===== src/rtl/core/acs_pkg.sv =====
// ----------------------------------------------------------------------------
// acs_pkg
// shared types and constants of the activity clip segmenter
// ----------------------------------------------------------------------------
package acs_pkg;

	localparam int AREA_W = 32;
	localparam int CLIP_W = 24;
	localparam int LEN_W  = 24;
	localparam int CFG_IDX_W  = 2;
	localparam int CFG_DATA_W = 32;

	// register indexes of the configuration port
	localparam logic [CFG_IDX_W-1:0] CFG_AREA_THRESHOLD = 2'd0;
	localparam logic [CFG_IDX_W-1:0] CFG_MIN_LENGTH     = 2'd1;
	localparam logic [CFG_IDX_W-1:0] CFG_MERGE_GAP      = 2'd2;

	typedef struct packed {
		logic [AREA_W-1:0] area;
		logic              end_of_stream;
	} in_word_t;

	typedef struct packed {
		logic [CLIP_W-1:0] clip_start;
		logic [CLIP_W-1:0] clip_end;
		logic              last_clip;
	} out_word_t;

	// control part of a run event passed from front to back
	typedef struct packed {
		logic has_run;
		logic eos;
	} evt_flags_t;

endpackage


===== src/rtl/core/acs_front.sv =====
// ----------------------------------------------------------------------------
// acs_front
// classifies frames as active, tracks runs and the frame counter, and turns
// each finished run or end of stream into an event for the back part
// ----------------------------------------------------------------------------
module acs_front #(
	parameter int INDEX_BITS = 24
) (
	input  logic                           clk,
	input  logic                           arst_n,
	input  logic                           in_valid,
	output logic                           in_ready,
	input  acs_pkg::in_word_t              in_data,
	input  logic [acs_pkg::AREA_W-1:0]     area_threshold,
	input  logic                           q_full,
	output logic                           ev_push,
	output acs_pkg::evt_flags_t            ev_flags,
	output logic [INDEX_BITS-1:0]          ev_start,
	output logic [INDEX_BITS-1:0]          ev_end
);
	import acs_pkg::*;

	localparam logic [INDEX_BITS-1:0] IDX_MAX = '1;

	logic                  prev_active_q;
	logic [INDEX_BITS-1:0] run_start_q;
	logic [INDEX_BITS-1:0] frame_q;
	logic                  accept;
	logic                  active;
	logic                  close_prev;
	logic                  close_eos;

	assign in_ready = !q_full;
	assign accept   = in_valid && in_ready;
	assign active   = in_data.area > area_threshold;

	// a run ends on the frame before an inactive one, or on the final frame
	assign close_prev = !active && prev_active_q;
	assign close_eos  = in_data.end_of_stream && active;

	always_comb begin
		ev_flags.has_run = close_prev || close_eos;
		ev_flags.eos     = in_data.end_of_stream;
		if (close_eos) begin
			ev_start = prev_active_q ? run_start_q : frame_q;
			ev_end   = frame_q;
		end else begin
			ev_start = run_start_q;
			ev_end   = (frame_q != '0) ? frame_q - INDEX_BITS'(1) : '0;
		end
	end

	assign ev_push = accept && (close_prev || close_eos || in_data.end_of_stream);

	always_ff @(posedge clk or negedge arst_n) begin
		if (!arst_n) begin
			prev_active_q <= 1'b0;
			run_start_q   <= '0;
			frame_q       <= '0;
		end else if (accept) begin
			if (in_data.end_of_stream) begin
				prev_active_q <= 1'b0;
				run_start_q   <= '0;
				frame_q       <= '0;
			end else begin
				prev_active_q <= active;
				if (active && !prev_active_q) begin
					run_start_q <= frame_q;
				end
				// counter saturates at the top index
				if (frame_q != IDX_MAX) begin
					frame_q <= frame_q + INDEX_BITS'(1);
				end
			end
		end
	end

endmodule


===== src/rtl/core/acs_queue.sv =====
// ----------------------------------------------------------------------------
// acs_queue
// short first-in first-out queue of run events between front and back
// ----------------------------------------------------------------------------
module acs_queue #(
	parameter int WIDTH = 50
) (
	input  logic             clk,
	input  logic             arst_n,
	input  logic             push,
	input  logic [WIDTH-1:0] push_data,
	output logic             full,
	input  logic             pop,
	output logic             head_valid,
	output logic [WIDTH-1:0] head_data
);
	import acs_pkg::*;

	localparam int DEPTH = 4;
	localparam int PTR_W = $clog2(DEPTH);
	localparam int CNT_W = $clog2(DEPTH + 1);

	logic [WIDTH-1:0] entry_q [DEPTH];
	logic [PTR_W-1:0] wr_ptr_q;
	logic [PTR_W-1:0] rd_ptr_q;
	logic [CNT_W-1:0] count_q;
	logic             do_push;
	logic             do_pop;

	assign full       = count_q == CNT_W'(DEPTH);
	assign head_valid = count_q != '0;
	assign head_data  = entry_q[rd_ptr_q];
	assign do_push    = push && !full;
	assign do_pop     = pop && head_valid;

	always_ff @(posedge clk) begin
		if (do_push) begin
			entry_q[wr_ptr_q] <= push_data;
		end
	end

	always_ff @(posedge clk or negedge arst_n) begin
		if (!arst_n) begin
			wr_ptr_q <= '0;
			rd_ptr_q <= '0;
			count_q  <= '0;
		end else begin
			if (do_push) begin
				wr_ptr_q <= wr_ptr_q + PTR_W'(1);
			end
			if (do_pop) begin
				rd_ptr_q <= rd_ptr_q + PTR_W'(1);
			end
			if (do_push && !do_pop) begin
				count_q <= count_q + CNT_W'(1);
			end else if (do_pop && !do_push) begin
				count_q <= count_q - CNT_W'(1);
			end
		end
	end

endmodule


===== src/rtl/core/acs_back.sv =====
// ----------------------------------------------------------------------------
// acs_back
// filters runs by length, merges close clips into the held clip and emits
// finished clips through an output register
// ----------------------------------------------------------------------------
module acs_back #(
	parameter int INDEX_BITS = 24
) (
	input  logic                        clk,
	input  logic                        arst_n,
	input  logic                        ev_valid,
	input  acs_pkg::evt_flags_t         ev_flags,
	input  logic [INDEX_BITS-1:0]       ev_start,
	input  logic [INDEX_BITS-1:0]       ev_end,
	output logic                        ev_pop,
	input  logic [acs_pkg::LEN_W-1:0]   min_length,
	input  logic [acs_pkg::LEN_W-1:0]   merge_gap,
	output logic                        out_valid,
	input  logic                        out_ready,
	output acs_pkg::out_word_t          out_data
);
	import acs_pkg::*;

	localparam int CW = (INDEX_BITS > LEN_W) ? INDEX_BITS : LEN_W;

	logic                  pend_valid_q;
	logic [INDEX_BITS-1:0] pend_start_q;
	logic [INDEX_BITS-1:0] pend_end_q;
	logic                  phase_q;
	logic                  out_valid_q;
	out_word_t             out_data_q;

	logic                  fire;
	logic [INDEX_BITS-1:0] end_cl;
	logic [INDEX_BITS-1:0] run_len;
	logic [INDEX_BITS-1:0] gap;
	logic                  survive;
	logic                  merge;
	logic                  emit_held;
	logic                  nxt_valid;
	logic [INDEX_BITS-1:0] nxt_start;
	logic [INDEX_BITS-1:0] nxt_end;

	assign fire   = ev_valid && (!out_valid_q || out_ready);
	assign end_cl = (ev_end < ev_start) ? ev_start : ev_end;
	assign run_len = end_cl - ev_start;
	assign gap    = (ev_start >= pend_end_q) ? ev_start - pend_end_q : '0;

	// the second pass of a two-clip flush has its run already folded in
	assign survive   = ev_flags.has_run && !phase_q && !(CW'(run_len) < CW'(min_length));
	assign merge     = pend_valid_q && (CW'(gap) < CW'(merge_gap));
	assign emit_held = survive && pend_valid_q && !merge;

	always_comb begin
		nxt_valid = pend_valid_q;
		nxt_start = pend_start_q;
		nxt_end   = pend_end_q;
		if (survive) begin
			if (merge) begin
				if (end_cl > pend_end_q) begin
					nxt_end = end_cl;
				end
			end else begin
				nxt_valid = 1'b1;
				nxt_start = ev_start;
				nxt_end   = end_cl;
			end
		end
	end

	assign ev_pop    = fire && !(emit_held && ev_flags.eos);
	assign out_valid = out_valid_q;
	assign out_data  = out_data_q;

	always_ff @(posedge clk or negedge arst_n) begin
		if (!arst_n) begin
			pend_valid_q <= 1'b0;
			phase_q      <= 1'b0;
			out_valid_q  <= 1'b0;
		end else begin
			if (fire) begin
				priority if (emit_held) begin
					out_valid_q  <= 1'b1;
					pend_valid_q <= nxt_valid;
					phase_q      <= ev_flags.eos;
				end else if (ev_flags.eos) begin
					out_valid_q  <= nxt_valid;
					pend_valid_q <= 1'b0;
					phase_q      <= 1'b0;
				end else begin
					pend_valid_q <= nxt_valid;
					if (out_ready) begin
						out_valid_q <= 1'b0;
					end
				end
			end else if (out_ready) begin
				out_valid_q <= 1'b0;
			end
		end
	end

	always_ff @(posedge clk) begin
		if (fire) begin
			if (emit_held) begin
				out_data_q.clip_start <= CLIP_W'(pend_start_q);
				out_data_q.clip_end   <= CLIP_W'(pend_end_q);
				out_data_q.last_clip  <= 1'b0;
			end else if (ev_flags.eos) begin
				out_data_q.clip_start <= CLIP_W'(nxt_start);
				out_data_q.clip_end   <= CLIP_W'(nxt_end);
				out_data_q.last_clip  <= 1'b1;
			end
			pend_start_q <= nxt_start;
			pend_end_q   <= nxt_end;
		end
	end

`ifndef SYNTHESIS
	a_phase_has_pending: assert property (@(posedge clk) disable iff (!arst_n)
		phase_q |-> pend_valid_q)
		else $error("flush second pass without a held clip");
	a_phase_holds_event: assert property (@(posedge clk) disable iff (!arst_n)
		phase_q |-> ev_valid)
		else $error("flush second pass lost its event");
	a_phase_emits_last: assert property (@(posedge clk) disable iff (!arst_n)
		(phase_q && fire) |=> (out_valid_q && out_data_q.last_clip))
		else $error("flush second pass did not emit the final clip");
	a_pop_needs_room: assert property (@(posedge clk) disable iff (!arst_n)
		ev_pop |-> (!out_valid_q || out_ready))
		else $error("event retired while output register stalled");
`endif

endmodule


===== src/rtl/core/activity_clip_segmenter.sv =====
// ----------------------------------------------------------------------------
// activity_clip_segmenter
// finds clips of frames whose motion area exceeds a threshold, drops short
// runs, merges close runs and emits one clip word per finished clip
// ----------------------------------------------------------------------------
// flow: the accepting word puts its event into the event queue, and the clip
//   then leaves through the output register when it and the queue are free
// throughput: one input word per cycle while the event queue is not full; an
//   end-of-stream word that flushes two clips takes a second back-part pass,
//   absorbed by the four-entry event queue
// reset: arst_n clears counters, run tracking, held clip, queue and registers
module activity_clip_segmenter #(
	parameter int INDEX_BITS = 24
) (
	input  logic                           clk,
	input  logic                           arst_n,
	// configuration write port
	input  logic                           cfg_wen,
	input  logic [acs_pkg::CFG_IDX_W-1:0]  cfg_index,
	input  logic [acs_pkg::CFG_DATA_W-1:0] cfg_data,
	// frame words
	input  logic                           in_valid,
	output logic                           in_ready,
	input  acs_pkg::in_word_t              in_data,
	// clip words
	output logic                           out_valid,
	input  logic                           out_ready,
	output acs_pkg::out_word_t             out_data
);
	import acs_pkg::*;

	localparam int EV_W = 2 + 2 * INDEX_BITS;

	// configuration registers
	logic [AREA_W-1:0] area_threshold_q;
	logic [LEN_W-1:0]  min_length_q;
	logic [LEN_W-1:0]  merge_gap_q;

	// front to queue
	logic                  ev_push;
	evt_flags_t            ev_flags_in;
	logic [INDEX_BITS-1:0] ev_start_in;
	logic [INDEX_BITS-1:0] ev_end_in;
	logic                  q_full;

	// queue to back
	logic                  q_head_valid;
	logic [EV_W-1:0]       q_head_data;
	logic                  q_pop;
	evt_flags_t            ev_flags_out;
	logic [INDEX_BITS-1:0] ev_start_out;
	logic [INDEX_BITS-1:0] ev_end_out;

	always_ff @(posedge clk or negedge arst_n) begin
		if (!arst_n) begin
			area_threshold_q <= '0;
			min_length_q     <= '0;
			merge_gap_q      <= '0;
		end else if (cfg_wen) begin
			unique case (cfg_index)
				CFG_AREA_THRESHOLD: area_threshold_q <= AREA_W'(cfg_data);
				CFG_MIN_LENGTH:     min_length_q     <= LEN_W'(cfg_data);
				CFG_MERGE_GAP:      merge_gap_q      <= LEN_W'(cfg_data);
				default: begin
					// unused index, write ignored
				end
			endcase
		end
	end

	// front: active detection, run tracking, frame counter
	acs_front #(
		.INDEX_BITS(INDEX_BITS)
	) u_front (
		.clk            (clk),
		.arst_n         (arst_n),
		.in_valid       (in_valid),
		.in_ready       (in_ready),
		.in_data        (in_data),
		.area_threshold (area_threshold_q),
		.q_full         (q_full),
		.ev_push        (ev_push),
		.ev_flags       (ev_flags_in),
		.ev_start       (ev_start_in),
		.ev_end         (ev_end_in)
	);

	// event queue decouples run tracking from clip emission
	acs_queue #(
		.WIDTH(EV_W)
	) u_queue (
		.clk        (clk),
		.arst_n     (arst_n),
		.push       (ev_push),
		.push_data  ({ev_flags_in, ev_start_in, ev_end_in}),
		.full       (q_full),
		.pop        (q_pop),
		.head_valid (q_head_valid),
		.head_data  (q_head_data)
	);

	assign ev_flags_out = q_head_data[EV_W-1 -: 2];
	assign ev_start_out = q_head_data[2*INDEX_BITS-1 -: INDEX_BITS];
	assign ev_end_out   = q_head_data[INDEX_BITS-1:0];

	// back: length filter, merge with held clip, output register
	acs_back #(
		.INDEX_BITS(INDEX_BITS)
	) u_back (
		.clk        (clk),
		.arst_n     (arst_n),
		.ev_valid   (q_head_valid),
		.ev_flags   (ev_flags_out),
		.ev_start   (ev_start_out),
		.ev_end     (ev_end_out),
		.ev_pop     (q_pop),
		.min_length (min_length_q),
		.merge_gap  (merge_gap_q),
		.out_valid  (out_valid),
		.out_ready  (out_ready),
		.out_data   (out_data)
	);

endmodule

===== config.mk =====
export PLATFORM = sky130hd
export DESIGN_NAME = activity_clip_segmenter
export DESIGN_NICKNAME = d
export VERILOG_FILES = /design/src/rtl/core/acs_pkg.sv /design/src/rtl/core/acs_front.sv /design/src/rtl/core/acs_queue.sv /design/src/rtl/core/acs_back.sv /design/src/rtl/core/activity_clip_segmenter.sv
export SDC_FILE = /design/constraint.sdc
export NUM_CORES = 1
export LEC_CHECK = 0
export BUFFER_PORTS_ARGS = -buffer_cell sky130_fd_sc_hd__buf_2
export CORE_ASPECT_RATIO = 1.2
export CORE_UTILIZATION = 35
export DETAILED_ROUTE_END_ITERATION = 12
export SYNTH_ARGS = -nofsm -noshare
export SYNTH_HDL_FRONTEND = slang
export SYNTH_HIERARCHICAL = 1
export SYNTH_SLANG_ARGS = --single-unit

===== constraint.sdc =====
create_clock -name clk -period 14.8 [get_ports clk]
set_input_delay 0 -clock clk [delete_from_list [all_inputs] [get_ports clk]]
set_output_delay 0 -clock clk [all_outputs]
set_load 0.02 [all_outputs]

# Yosys cells after proc, flatten, opt, wreduce, memory -nomap -nowiden
# Memory sizes are Yosys's and may differ from the RTL's.
# Index checks and enable logic that the tools add are counted.
# totals
inputBits,72
out_inout_bits,51
register_bits,236
mem_count,1
ramBits,200
word_cells,111
# memory_table
memory,words,word_bits,read_ports,rd_clocked_by_memory_dff,wr,line,text
u_queue.entry_q,4,50,1,0,1,acs_queue.sv:23,logic [WIDTH-1:0] entry_q [DEPTH];
# op_classes
n_mux,32
addsub,8
n_reduce_logical,43
magnitude_cmp,6
eq_ne,4
# ops
operator,n
$mux 24,15
$mux 49,2
$lt 24x24->1,3
$sub 24x24->24,2
$gt 32x32->1,1
$add 24x1->24 const B,1
$ge 24x24->1,1
$gt 24x24->1,1
$ne 24x24->1 const B,1
$reduce_bool 24->1,1
$sub 24x1->24 const B,1
$logic_and 1x1->1,17
$mux 1,13
$reduce_and 2->1,6
$logic_not 1->1,10
$reduce_bool 2->1,4
$mux 3,2
$add 2x1->2 const B,2
$add 3x1->3 const B,1
$eq 3x3->1 const B,1
$logic_or 1x1->1,3
$reduce_bool 3->1,1
$sub 3x1->3 const B,1
$eq 2x1->1 const B,1
2 further kinds,2

# Depth between registers and ports, before layout
# An unclocked memory read counts as a cell.
# logic_depth
depth_word,16
depth_mapped,40
mapped_depth_nobuf,36

# Modules after synthesis
# Netlist, hierarchy kept.
# by_module_without_submodules
mod,seq_area_each_um2,instances,area_each_um2,cells_each
acs_back,2987.9,1,10411.2,1145
acs_queue,6180.9,1,7701.1,297
acs_front,1226.2,1,4349.2,548
activity_clip_segmenter,2001.9,1,3009.1,170

# Worst setup path after synthesis
# Ideal clock, no wire load.
# synth_path
path_kind,register to register
start,register u_queue.rd_ptr_q[0]
end,"register u_back.out_data_q (netlist bit u_back/out_data[0]), enable pin"
path_buffers,4
setup_ns,0.530
synth_period_minus_slack_ns,10.691
arrival_time_ns,10.161
slack_ns,4.109
stages_incl_launch_ff,32
t_required_ns,14.270
cell_sequence,dfrtp_1 > buf_6 > buf_12 > mux4_2 > inv_1 > ha_1 > a211oi_1 > o21ai_0 > a311oi_1 > or2_2 > clkbuf_1 > clkbuf_1 > o211ai_1 > nand2_1 > ha_1 > nor2b_1 > o31a_1 > o41ai_1 > o311ai_0 > a41oi_1 > o21ai_0 > a21oi_1 > xnor2_1 > ha_1 > nand4_1 > nor2_1 > o21ai_0 > a21oi_1 > o221ai_1 > a21oi_1 > nand3_1 > a21boi_0
# synth_via
elab_chain_cells,11
word_cells_on_any_way,18
classes_between,add/sub (2); order compare (4); mux (2); reduce/logical (9); memory (1)
# synth_rtl
element,line,text
start: declaration,acs_queue.sv:25,logic [PTR_W-1:0] rd_ptr_q;
start signal: assignment,acs_queue.sv:52,rd_ptr_q <= rd_ptr_q + PTR_W'(1);
$mem_v2 4x50 (*),-,
named net q_head_data[41],activity_clip_segmenter.sv:48,logic [EV_W-1:0] q_head_data;
$lt 24x24->1,acs_back.sv:45,assign end_cl = (ev_end < ev_start) ? ev_start : ev_end;
$mux 24,acs_back.sv:45,
$sub 24x24->24,acs_back.sv:46,assign run_len = end_cl - ev_start;
$lt 24x24->1,acs_back.sv:50,assign survive = ev_flags.has_run && !phase_q && !(CW'(run_len) < CW'(min_length));
$logic_not 1->1,acs_back.sv:50,
$logic_and 1x1->1,acs_back.sv:50,
$logic_and 1x1->1,acs_back.sv:52,assign emit_held = survive && pend_valid_q && !merge;
$logic_and 1x1->1 (*),acs_back.sv:52,
$reduce_bool 2->1 (no line) (*),-,
$reduce_and 2->1 (no line) (*),-,
end: declaration,acs_back.sv:31,out_word_t out_data_q;
# The timed path passes the listed nets; every way through them passes the cells marked *.
# A chain may end at the register's enable or synchronous reset.

# Final worst setup path
# layout_path
start,register u_queue.rd_ptr_q[0]
end,register u_queue.count_q[2]
# layout_via
elab_chain_cells,16
word_cells_on_any_way,25
classes_between,add/sub (2); order compare (4); mux (3); reduce/logical (15); memory (1)
# layout_rtl
element,line,text
$mem_v2 4x50 (*),-,
named net q_head_data[41],activity_clip_segmenter.sv:48,
$lt 24x24->1,acs_back.sv:45,
$mux 24,acs_back.sv:45,
$sub 24x24->24,acs_back.sv:46,
$lt 24x24->1,acs_back.sv:50,
$logic_not 1->1,acs_back.sv:50,
$logic_and 1x1->1,acs_back.sv:50,
[... 2 more ...],-,
$logic_and 1x1->1 (*),acs_back.sv:71,assign ev_pop = fire && !(emit_held && ev_flags.eos);
$logic_not 1->1 (*),acs_back.sv:71,
$logic_and 1x1->1 (*),acs_back.sv:71,
named net q_pop,activity_clip_segmenter.sv:49,logic q_pop;
$logic_and 1x1->1 (*),acs_queue.sv:34,assign do_pop = pop && head_valid;
$logic_not 1->1,acs_queue.sv:54,if (do_push && !do_pop) begin
$logic_and 1x1->1,acs_queue.sv:54,
$mux 3 or $reduce_bool 2->1 (tied branches),-,
end signal: assignment,acs_queue.sv:55,count_q <= count_q + CNT_W'(1);
end signal: assignment,acs_queue.sv:57,count_q <= count_q - CNT_W'(1);
end: declaration,acs_queue.sv:26,logic [CNT_W-1:0] count_q;
# Marks and branches as above.

==> out/results.txt <==
Critical Path Source - u_queue/rd_ptr_q[0]
first-pass detailed-route iteration total - 5
Setup CP Type - reg2reg
largest net degree at the start of global routing - 82
Synth area leaders - edfxtp_1 (35%), dfrtp_1 (14%), ha_1 (8.8%)
CP peak stage delay - 0.93 ns
DP HPWL - 53020 um
Netlist cell types - 76
Setup Viol. Count Final - 0
Reg-to-Reg End - u_queue/count_q[2]
worst-skew pair later-pin latency - 0.62 ns
Worst path slowest cell - a311oi_1
syn_nets - 2414
Max-slew headroom - 21.98%
initial drt markers - 1372
launching point of the worst reg2reg path - u_queue/rd_ptr_q[0]
PostCTS Resize Cnt - 0
cell depth of the worst flop-to-flop path - 36
Worst Clk Skew - 0.04028 ns
Top cell by count, worst path - ha_1
WP data required - 15.32 ns
CP endpoint kind - register
Mapped Cells - 2160
Final WS setup - 3.650 ns
Final GP Congestion - 0.9402
Avg Cell Area, Syn - 11.79 um2
Clock Tree Root - clkbuf_16
FP Rows - 108
placed cell areas - 0.02691 mm2
Top-Level Pins - 123
f_max - 89.68 MHz
Core Box Area - 0.07216 mm2
Clk pin slew, worst setup/hold paths - 0.06 ns
Tightest Pin Transition - 1.168 ns
RSZ-0062 raised after global routing - no
vias in the first global route - 18175
final critical-path required period - 11.15 ns
clk sink count - 436
ant diodes - 0
crit-path max FO - 54
Post-Place Setup Slack - 3.868 ns
fin area - 0.02875 mm2
status - finished clean
setup bufs post-CTS - 0
CTS tree - yes
count of state elements after synthesis - 436
post-synth top area share - 35.01%
Final Hold Fails - 0
crit start category - register
die area - 0.07386 mm2
Setup TNS - 0 ns
drt wl/cell - 22.09 um
fin crit share - 75.34%
Layout area overhead - 12.86%
antenna violation net count after detailed routing - 0
TritonCTS buffer count - 44
sequential element share of the synthesized area - 48.67%
# port buffers - 122
H-Tree Depth - 2
Worst Hold Class - in2async
Post-synth top flop - edfxtp_1
Post-Syn Area - 0.02547 mm2
initial core utilization - 35.30%
first-pass GRT wire length - 109700 um
drt drc - 0
EDFF count, synth - 297
max-slew violations - 0
CTS Buffer Depth - 3
reg-to-reg slack, setup - 3.65 ns
data arrival time of the critical path - 11.67 ns
antenna violations before repair - 2
Synth async-reset ratio - 31.88%
Die Wd - 248.3 um
height of the die - 297.5 um
final WL - 71800 um
drt via density - 5.551
Yosys warnings - 6
Yosys top cell by area - edfxtp_1
share of cells above drive strength 1 - 20.82%
Total GRT Usage - 19.52%
total gr overflow - 0
Max Cap Viol - 0
Fill cells - 6852
nets@finish - 2534
Vias - 18041
final hold slack - 0.001571 ns
[synthesized netlist by cell type, types with 33 or more instances]
library cell	number
a21oi_1	83
clkbuf_1	70
dfrtp_1	139
edfxtp_1	297
ha_1	179
inv_1	181
mux2_2	160
mux4_2	48
nand2_1	123
nand2b_1	33
nand3_1	66
nand4_1	55
nor2_1	97
nor3_1	63
o211ai_1	57
o21ai_0	61
xnor2_1	35
[flip-flops by register name, indices dropped and copies added (netlist names), 3 cells and up]
signal and flops:
u_back/pend_start_q 24, u_front/frame_q 24, u_back/out_data 49, u_queue/count_q 3, merge_gap_q 24, area_threshold_q 32, min_length_q 24, u_back/pend_end_q 24
u_front/run_start_q 24, u_queue/entry_q 200
[critical path: cells and delay by family (launching register included)]
family                     cells  cell delay, ns
muxes                          1            0.69
xor gates and xnor gates       3            0.40
adders and majority gates      5            1.39
AOI/OAI and AO/OA             16            4.55
and+or+nand+nor                7            1.83
DFF                            1            0.73
buffers and inverters          4            1.31
[per-layer routing]
layer	routed length [um]	part of all wire, %	vias to the layer above	track usage, %
met1	29020	40	9074	24.06
met2	36250	50	457	33.57
met3	2772	3.9	130	1.850
li1	-	-	8380	-
met4	3756	5.2	0	10.06
met5	0	0	-	0
[timing repair]
item	CTS	global route
endpoints found under the hold margin	172	0
endpoints found under the setup margin	0	0
hold buffers	38	0
[cell type report]
cell class                      instances  area, um2  area share [%]
Clock buffer                           58       1194           4.152
Clock inverter                         23      261.5          0.9097
Inverter                              181      679.4           2.364
Multi-Input combinational cell       1429      11830           41.16
Sequential cell                       436      12400           43.14
Tap cell                              935       1170           4.070
Timing Repair Buffer                  188       1207           4.200
[cell usage in the layout, fill, tap and decap left out, types with 9 or more instances in the layout]
cell type / n
a31oi_1: 31
nand4_1: 55
a211oi_1: 9
a41oi_1: 28
clkbuf_16: 44
mux2i_1: 30
o21a_1: 25
nor4_1: 13
o21ai_0: 61
or3_1: 10
dfrtp_1: 137
a21oi_1: 80
inv_1: 181
edfxtp_1: 297
nand2_1: 123
mux4_2: 48
o211ai_1: 57
clkbuf_1: 10
nor2b_1: 14
mux2_2: 160
ha_1: 179
mux2_4: 20
o31ai_1: 12
dlygate4sd3_1: 38
nor2_1: 96
xor2_1: 24
o21ai_1: 14
o311ai_0: 27
a21o_1: 17
nand3_1: 66
buf_2: 121
buf_4: 28
nand2b_1: 33
xnor2_1: 35
nor3_1: 63
[per-stage QoR]
step | util [%] | instances
2_1_floorplan | - | 2160
3_3_place_gp | 37.29 | 3131
3_5_place_dp | 37.29 | 3131
4_1_cts | 39.84 | 3250
5_1_grt | 39.84 | 3250
6_report | 39.84 | 3250
[cell families (layout without fill, tap and decap cells)]
| kind of cell | count (synthesis) | in the layout | synth area share [%] |
|---|---|---|---|
| DFF | 436 | 436 | 48.67 |
| xor gates and xnor gates | 59 | 59 | 2.029 |
| muxes | 262 | 262 | 13.97 |
| buffers and inverters | 295 | 450 | 5.109 |
| AOI/OAI and AO/OA | 406 | 406 | 10.92 |
| and+or+nand+nor | 520 | 520 | 10.27 |
| adders and majority gates | 182 | 182 | 9.029 |
[worst max-delay path by stage]
stage          cells past startpoint                 end  slack [ns]
4_1_cts                           36  u_queue/count_q[2]        3.81
3_5_place_dp                      36  u_queue/count_q[2]        3.87
5_1_grt                           36  u_queue/count_q[2]        2.82
6_report                          36  u_queue/count_q[2]        3.65
3_3_place_gp                      36  u_queue/count_q[2]        3.98
2_1_floorplan                     31  u_back/out_data[0]        4.11
Power is not shown: default switching activity piles up to over one toggle a cycle in this logic, so the estimate is an artifact.
